File: config.mk
export PLATFORM = sky130hd
export DESIGN_NAME = key_combo_trigger_detector
export DESIGN_NICKNAME = d
export VERILOG_FILES = /design/src/hdl/kctd_pkg.sv /design/src/hdl/key_combo_trigger_detector.sv
export SDC_FILE = /design/constraint.sdc
export NUM_CORES = 1
export LEC_CHECK = 0
export BUFFER_PORTS_ARGS = -buffer_cell sky130_fd_sc_hd__buf_2
export CAP_MARGIN = 25
export CORE_MARGIN = 2
export CORE_UTILIZATION = 60
export DETAILED_ROUTE_END_ITERATION = 16
export GPL_ROUTABILITY_DRIVEN = 0
export HOLD_SLACK_MARGIN = 0.03
export PLACE_DENSITY = 0.79
export REMOVE_ABC_BUFFERS = 1
export SYNTH_ARGS = -nofsm -noshare
export SYNTH_HDL_FRONTEND = slang
export SYNTH_SLANG_ARGS = --single-unit
File: constraint.sdc
create_clock -name clk -period 7.45 [get_ports clk]
set_clock_uncertainty 0.1 [all_clocks]
set_input_delay 0.745 -clock clk [delete_from_list [all_inputs] [get_ports clk]]
set_output_delay 0.745 -clock clk [all_outputs]
set_load 0.005 [all_outputs]
File: src/hdl/kctd_pkg.sv
// Shared codes for the key combination trigger detector.
package kctd_pkg;

	localparam int KEY_W    = 12;
	localparam int CFG_W    = 16;
	localparam int HOLD_W   = 16;
	localparam int COUNT_W  = 3;
	localparam int MASK_W   = 4;
	localparam int CFG_IDX_W = 3;

	typedef enum logic [1:0] {
		OP_KEY   = 2'd0,
		OP_TICK  = 2'd1,
		OP_CLEAR = 2'd2
	} op_t;

	typedef enum logic [1:0] {
		ACT_DOWN  = 2'd0,
		ACT_UP    = 2'd1,
		ACT_OTHER = 2'd2
	} act_t;

	typedef enum logic [1:0] {
		MODE_PRESSED  = 2'd0,
		MODE_REPEAT   = 2'd1,
		MODE_RELEASED = 2'd2
	} mode_t;

	typedef enum logic [CFG_IDX_W-1:0] {
		REG_FINAL_KEY     = 3'd0,
		REG_PRE_KEY_A     = 3'd1,
		REG_PRE_KEY_B     = 3'd2,
		REG_PRE_KEY_C     = 3'd3,
		REG_PRE_KEY_D     = 3'd4,
		REG_PRE_KEY_COUNT = 3'd5,
		REG_TRIGGER_MODE  = 3'd6,
		REG_HOLD_TICKS    = 3'd7
	} cfg_reg_t;

endpackage

File: src/hdl/key_combo_trigger_detector.sv
// Top level of the key combination trigger detector.
// Watches key, tick and clear words for one configured hotkey and returns one
// result word (dispatch, consume) per input word. A word is held in the input
// register, is decided by a single pass of compare logic against the detector
// state, and lands in the result register; one word is accepted every cycle while
// results are taken. Configuration is written through cfg_we/cfg_index/cfg_data;
// the user must write it only while the block is idle; the block does not enforce it.
module key_combo_trigger_detector #(
	parameter int MAX_PRE_KEYS = 4
) (
	input  logic                          clk,
	input  logic                          arst_n,
	input  logic                          cfg_we,
	input  logic [kctd_pkg::CFG_IDX_W-1:0] cfg_index,
	input  logic [kctd_pkg::CFG_W-1:0]     cfg_data,
	input  logic                          in_valid,
	output logic                          in_ready,
	input  logic [1:0]                    opcode,
	input  logic [kctd_pkg::KEY_W-1:0]     key_code,
	input  logic [1:0]                    key_action,
	input  logic [kctd_pkg::MASK_W-1:0]    held_mask,
	output logic                          out_valid,
	input  logic                          out_ready,
	output logic                          dispatch,
	output logic                          consume
);
	import kctd_pkg::*;

	localparam int HW = MAX_PRE_KEYS + 1;

	// configuration
	logic [KEY_W-1:0]   final_key_q;
	logic [KEY_W-1:0]   pre_key_q [MAX_PRE_KEYS];
	logic [COUNT_W-1:0] pre_key_count_q;
	logic [1:0]         trigger_mode_q;
	logic [HOLD_W-1:0]  hold_ticks_q;

	// input register
	logic               valid_s1;
	logic [1:0]         opcode_s1;
	logic [KEY_W-1:0]   key_code_s1;
	logic [1:0]         key_action_s1;
	logic [MASK_W-1:0]  held_mask_s1;

	// detector state
	logic               first_down_sent_q, window_started_q, window_passed_q;
	logic               combo_active_q;
	logic [HOLD_W-1:0]  window_remaining_q;
	logic [HW-1:0]      held_combo_keys_q;

	logic               first_down_sent_d, window_started_d, window_passed_d;
	logic               combo_active_d;
	logic [HOLD_W-1:0]  window_remaining_d;
	logic [HW-1:0]      held_combo_keys_d;

	logic               advance;
	logic               disp_d, cons_d;
	logic [COUNT_W-1:0] used_cnt;
	logic [MAX_PRE_KEYS-1:0] slot_used;
	logic [HW-1:0]      code_bits;
	logic               is_final, is_pre, is_down, is_up, pre_match, qual;
	logic               dur_call, dur_ok;
	logic [HW-1:0]      held_up;

	assign advance  = valid_s1 && (!out_valid || out_ready);
	assign in_ready = !valid_s1 || advance;

	always_ff @(posedge clk or negedge arst_n) begin
		if (!arst_n) begin
			final_key_q     <= '0;
			pre_key_count_q <= '0;
			trigger_mode_q  <= '0;
			hold_ticks_q    <= '0;
			for (int i = 0; i < MAX_PRE_KEYS; i++) pre_key_q[i] <= '0;
		end else if (cfg_we) begin
			unique case (cfg_index)
				REG_FINAL_KEY:     final_key_q     <= cfg_data[KEY_W-1:0];
				REG_PRE_KEY_COUNT: pre_key_count_q <= cfg_data[COUNT_W-1:0];
				REG_TRIGGER_MODE:  trigger_mode_q  <= cfg_data[1:0];
				REG_HOLD_TICKS:    hold_ticks_q    <= cfg_data[HOLD_W-1:0];
				default: begin
					for (int i = 0; i < MAX_PRE_KEYS; i++) begin
						if (cfg_index == CFG_IDX_W'(int'(REG_PRE_KEY_A) + i))
							pre_key_q[i] <= cfg_data[KEY_W-1:0];
					end
				end
			endcase
		end
	end

	always_comb begin
		used_cnt = (pre_key_count_q > COUNT_W'(MAX_PRE_KEYS)) ?
			COUNT_W'(MAX_PRE_KEYS) : pre_key_count_q;
		code_bits    = '0;
		code_bits[0] = (key_code_s1 == final_key_q);
		pre_match    = 1'b1;
		for (int i = 0; i < MAX_PRE_KEYS; i++) begin
			slot_used[i]   = (COUNT_W'(i) < used_cnt);
			code_bits[i+1] = slot_used[i] && (pre_key_q[i] == key_code_s1);
			if (slot_used[i] && !held_mask_s1[i]) pre_match = 1'b0;
		end
		is_final = code_bits[0];
		is_pre   = |code_bits[HW-1:1];
		is_down  = (key_action_s1 == ACT_DOWN);
		is_up    = (key_action_s1 == ACT_UP);
		qual     = is_final && is_down && pre_match;
		held_up  = held_combo_keys_q & ~code_bits;

		dur_ok   = (hold_ticks_q == '0) || (window_started_q && window_passed_q);
		dur_call = 1'b0;

		first_down_sent_d  = first_down_sent_q;
		window_started_d   = window_started_q;
		window_passed_d    = window_passed_q;
		window_remaining_d = window_remaining_q;
		combo_active_d     = combo_active_q;
		held_combo_keys_d  = held_combo_keys_q;
		disp_d = 1'b0;
		cons_d = 1'b0;

		case (opcode_s1)
			OP_TICK: begin
				if (window_started_q && !window_passed_q && window_remaining_q != '0) begin
					window_remaining_d = window_remaining_q - HOLD_W'(1);
					if (window_remaining_q == HOLD_W'(1)) window_passed_d = 1'b1;
				end
			end
			OP_CLEAR: begin
				first_down_sent_d  = 1'b0;
				window_started_d   = 1'b0;
				window_passed_d    = 1'b0;
				window_remaining_d = '0;
				combo_active_d     = 1'b0;
				held_combo_keys_d  = '0;
			end
			OP_KEY: begin
				case (trigger_mode_q)
					MODE_PRESSED: begin
						cons_d   = is_final || (is_pre && is_up);
						dur_call = qual;
						if (qual && dur_ok && !first_down_sent_q) begin
							first_down_sent_d = 1'b1;
							disp_d = 1'b1;
						end
					end
					MODE_REPEAT: begin
						cons_d   = is_final || (is_pre && is_up);
						dur_call = qual;
						disp_d   = qual && dur_ok;
					end
					MODE_RELEASED: begin
						cons_d = combo_active_q && (is_final || is_pre);
						if (combo_active_q) begin
							if (is_final || is_pre) begin
								if (is_down) begin
									held_combo_keys_d = held_combo_keys_q | code_bits;
								end else if (is_up) begin
									held_combo_keys_d = held_up;
									if (held_up == '0) combo_active_d = 1'b0;
								end
								disp_d = 1'b1;
							end
						end else begin
							dur_call = qual;
							if (qual && dur_ok) begin
								combo_active_d    = 1'b1;
								held_combo_keys_d = {slot_used, 1'b1};
								disp_d = 1'b1;
							end
						end
					end
					default: ;
				endcase
				// first qualifying down opens the hold window
				if (dur_call && hold_ticks_q != '0 && !window_started_q) begin
					window_started_d   = 1'b1;
					window_remaining_d = hold_ticks_q;
					window_passed_d    = 1'b0;
				end
			end
			default: ;
		endcase
	end

	always_ff @(posedge clk or negedge arst_n) begin
		if (!arst_n) begin
			valid_s1           <= 1'b0;
			out_valid          <= 1'b0;
			first_down_sent_q  <= 1'b0;
			window_started_q   <= 1'b0;
			window_passed_q    <= 1'b0;
			window_remaining_q <= '0;
			combo_active_q     <= 1'b0;
			held_combo_keys_q  <= '0;
		end else begin
			if (in_ready) valid_s1 <= in_valid;
			if (advance) begin
				out_valid          <= 1'b1;
				first_down_sent_q  <= first_down_sent_d;
				window_started_q   <= window_started_d;
				window_passed_q    <= window_passed_d;
				window_remaining_q <= window_remaining_d;
				combo_active_q     <= combo_active_d;
				held_combo_keys_q  <= held_combo_keys_d;
			end else if (out_ready) begin
				out_valid <= 1'b0;
			end
		end
	end

	always_ff @(posedge clk) begin
		if (in_valid && in_ready) begin
			opcode_s1     <= opcode;
			key_code_s1   <= key_code;
			key_action_s1 <= key_action;
			held_mask_s1  <= held_mask;
		end
		if (advance) begin
			dispatch <= disp_d;
			consume  <= cons_d;
		end
	end

endmodule

==> impl_metrics.ini <==
[clocking]
clk_pin_slew_ns = 0.06
htreeDepth = 4
root_buffer = clkbuf_8
cts_tree = done
clk_path_buf_depth = 2
clock_latency_ns = 0.54
post_cts_buffers = 0
numCtsBuffers = 17
cts_sinks = 130

[place]
hpwl_um = 10700
portBuffers = 47

[power]
p_int_mw = 1.638
swShare = 0.2823
p_per_area_nw_per_um2 = 302.4
leakage_nw = 3.100
p_seq_frac = 0.436
max-vdd-ir-drop_uv = 256.4
total_power_mw = 2.282
p_clk_frac = 0.381
pwr-share-comb = 0.183
p_sw_uw = 644.2

[timing]
hold_viol_final = 0
worst_pin_slew_ns = 0.9592
slew_headroom = 0.3582
setup_viol = 0
rsz0062_at_grt = false
tns_ns = 0
drv_slew = 0
layout_min_cycle_time_ns = 3.204
fmax_mhz = 312.1
fin_crit_sh = 0.4301

[grt]
grt_pass1_wl_um = 24430
grt_pass1_vias = 4781
track_usage = 0.2804
antenna_found_initial = 0
grt_max_degree = 81
grt_overflow = 0

[layout]
seqCellArea_um2 = 3363
syn_to_final_growth_pct = 14.92
fin_util = 0.7024
nFillCells = 774
multi_input_area_um2 = 2985
fin_nets = 652
antenna_cells = 0
drive_gt1_frac = 0.2880

[yosys]
synth_edf_count = 22
synth.ff_latch_count = 130
yosys_warnings = 0
yosys.area_share.adder = 0.005715
synth.cell_area_um2 = 6568
synthTopCellsByArea = dfrtp_1 41%, mux2_2 14%, edfxtp_1 10%
synth_area_leader_cell = dfrtp_1
seq_area_frac_synth = 0.5121
synthArstFlopShare = 0.8308
yosys.area_share.simple = 0.1406
yosys.area.top_type_share = 0.4115
synth_top_family_by_area = multiplexers
yosys-mux-area-fraction = 0.1469
synth_compound_area_frac = 0.07982
synth-xor-area-share = 0.08002
syn_inst = 562
ys.flop_type = dfrtp_1
synth_top_cells_by_count = 108 x dfrtp_1, 83 x mux2_2, 41 x xor2_1, 35 x nand2_1
synth_cell_types = 60
yosysMostFrequentCell = dfrtp_1
syn_avg_cell_area_um2 = 11.69

[setup_path]
cp_top_family = simple AND/OR/NAND/NOR gates
crit_fanout = 23
cp.required_ns = 7.76
crit_slowest_cell = nor4_1
slowest_delay_ns = 0.58
start_kind = flop
path_buf_inv = 0
critPathCaptureType = flop
crit_type = reg -> reg
cp.arrival_ns = 3.52
crit_path_cell_trace = xor2_1 > nor4_1 > and3_1 > a31oi_4 > or2_1 > a221o_1

[run]
cap_violations = 0

[floorplan]
pin_count = 48
fp.coreArea_um2 = 10750
initial_utilization = 0.6112
row_count = 38
fp.dieH_um = 108.6
design.die.area_um2 = 11800
die_x_um = 108.6

[detailed_routing]
vias = 4639
viasPerCell = 6.120
drt_iter0_drc = 419
antenna_left = 0
drc = 0
drt-total-wl_um = 15090
drtPass1Iterations = 5
wl_per_cell_um = 19.91

[run_status]
status = finished clean

[min_path]
worst_hold_path_type = in -> reg
==> placed cells by master (no fill, tap or decap), types with 4 or more instances in the layout <==
cell and n:
nor2b_1 4, mux2_2 83, a22oi_1 4, nor2_1 22, buf_4 4, a21oi_1 15, bufinv_16 4, xor2_1 41
nor4_1 19, nand3_1 12, clkbuf_16 16, and3_1 4, or3_1 13, o21ai_0 15, o211ai_1 5, xnor2_1 19
edfxtp_1 22, a222oi_1 6, nand4b_1 6, inv_1 12, nand2_1 35, nand4_1 9, nor3_1 16, buf_2 46
nand2b_1 6, dfrtp_1 108
==> worst register-to-register path, stage by stage, from the launching register on <==
cell,delay [ns]
edfxtp_1,0.50
xor2_1,0.24
nor4_1,0.58
and3_1,0.43
a31oi_4,0.21
or2_1,0.56
a221o_1,0.47
==> flip-flops by register name (all words and copies together) (netlist names), 2 cells and up <==
register and cells:
final_key_q 12, held_combo_keys_q 5, held_mask_s1 4, hold_ticks_q 16
key_action_s1 2, key_code_s1 12, opcode_s1 2, pre_key_count_q 3
pre_key_q 48, trigger_mode_q 2, window_remaining_q 16
==> area by class of cell <==
cell class,instances,area share
repair buffers,55,0.04609
inverters,13,0.006466
clock inverters,11,0.02354
flip-flops and latches,130,0.4456
well taps,140,0.02321
clock buffers,21,0.05952
multi-input cells,388,0.3956
==> path summary, 6_finish.rpt <==
| path | startpoint | endpoint | slack (ns) | cells past startpoint |
|---|---|---|---|---|
| min reg2reg | first_down_sent_q | first_down_sent_q | 0.41 | 1 |
| max reg2reg | key_code_s1[11] | window_remaining_q[9] | 4.25 | 6 |
| min in group asynchronous | arst_n | window_remaining_q[15] | 0.57 | 2 |
| min | held_mask[1] | held_mask_s1[1] | 0.28 | 1 |
| max in group asynchronous | arst_n | held_combo_keys_q[2] | 5.80 | 4 |
| max | key_code_s1[11] | window_remaining_q[9] | 4.25 | 6 |
==> kinds of logic (layout without fill, tap and decap cells) <==
kind of cell / Yosys count / count (layout)
compound gates: 73 / 73
buf+inv: 44 / 100
xor+xnor: 60 / 60
mux: 86 / 86
fa+ha+maj: 3 / 3
simple gates: 166 / 166
flops: 130 / 130
==> through the flow <==
stage	cell area [um^2]	setup WS, ns	hold slack (ns)	instances
after floorplan	6387	4.726	0.3494	531
after CTS	7492	4.282	0.2511	756
final	7547	4.246	0.2813	758
after global placement	6833	4.424	0.3729	721
after global routing	7547	4.051	0.2573	758
after detailed placement	6855	4.291	0.3991	723
==> per-layer routing <==
| metal | up-vias | track usage | share of wire |
|---|---|---|---|
| met4 | 0 | 0.1172 | 0.029 |
| met5 | - | 0 | 0 |
| met2 | 169 | 0.4647 | 0.50 |
| met1 | 2293 | 0.3514 | 0.42 |
| li1 | 2136 | - | - |
| met3 | 41 | 0.07113 | 0.058 |
==> what timing repair did <==
| item | CTS | global route |
|---|---|---|
| endpoints found under the hold margin | 28 | 0 |
| hold buffers | 1 | 0 |
| resized for setup | 0 | 0 |
==> power by group through the flow <==
stage	logic (mW)	registers (mW)	clock network (mW)
global route	0.461	1.02	0.919
floorplan	0.306	0.964	0
finish	0.418	0.996	0.869
global placement	0.389	0.994	0
detailed placement	0.407	1.00	0
CTS	0.413	0.993	0.882
No activity file was read; power rests on OpenSTA's default activity.
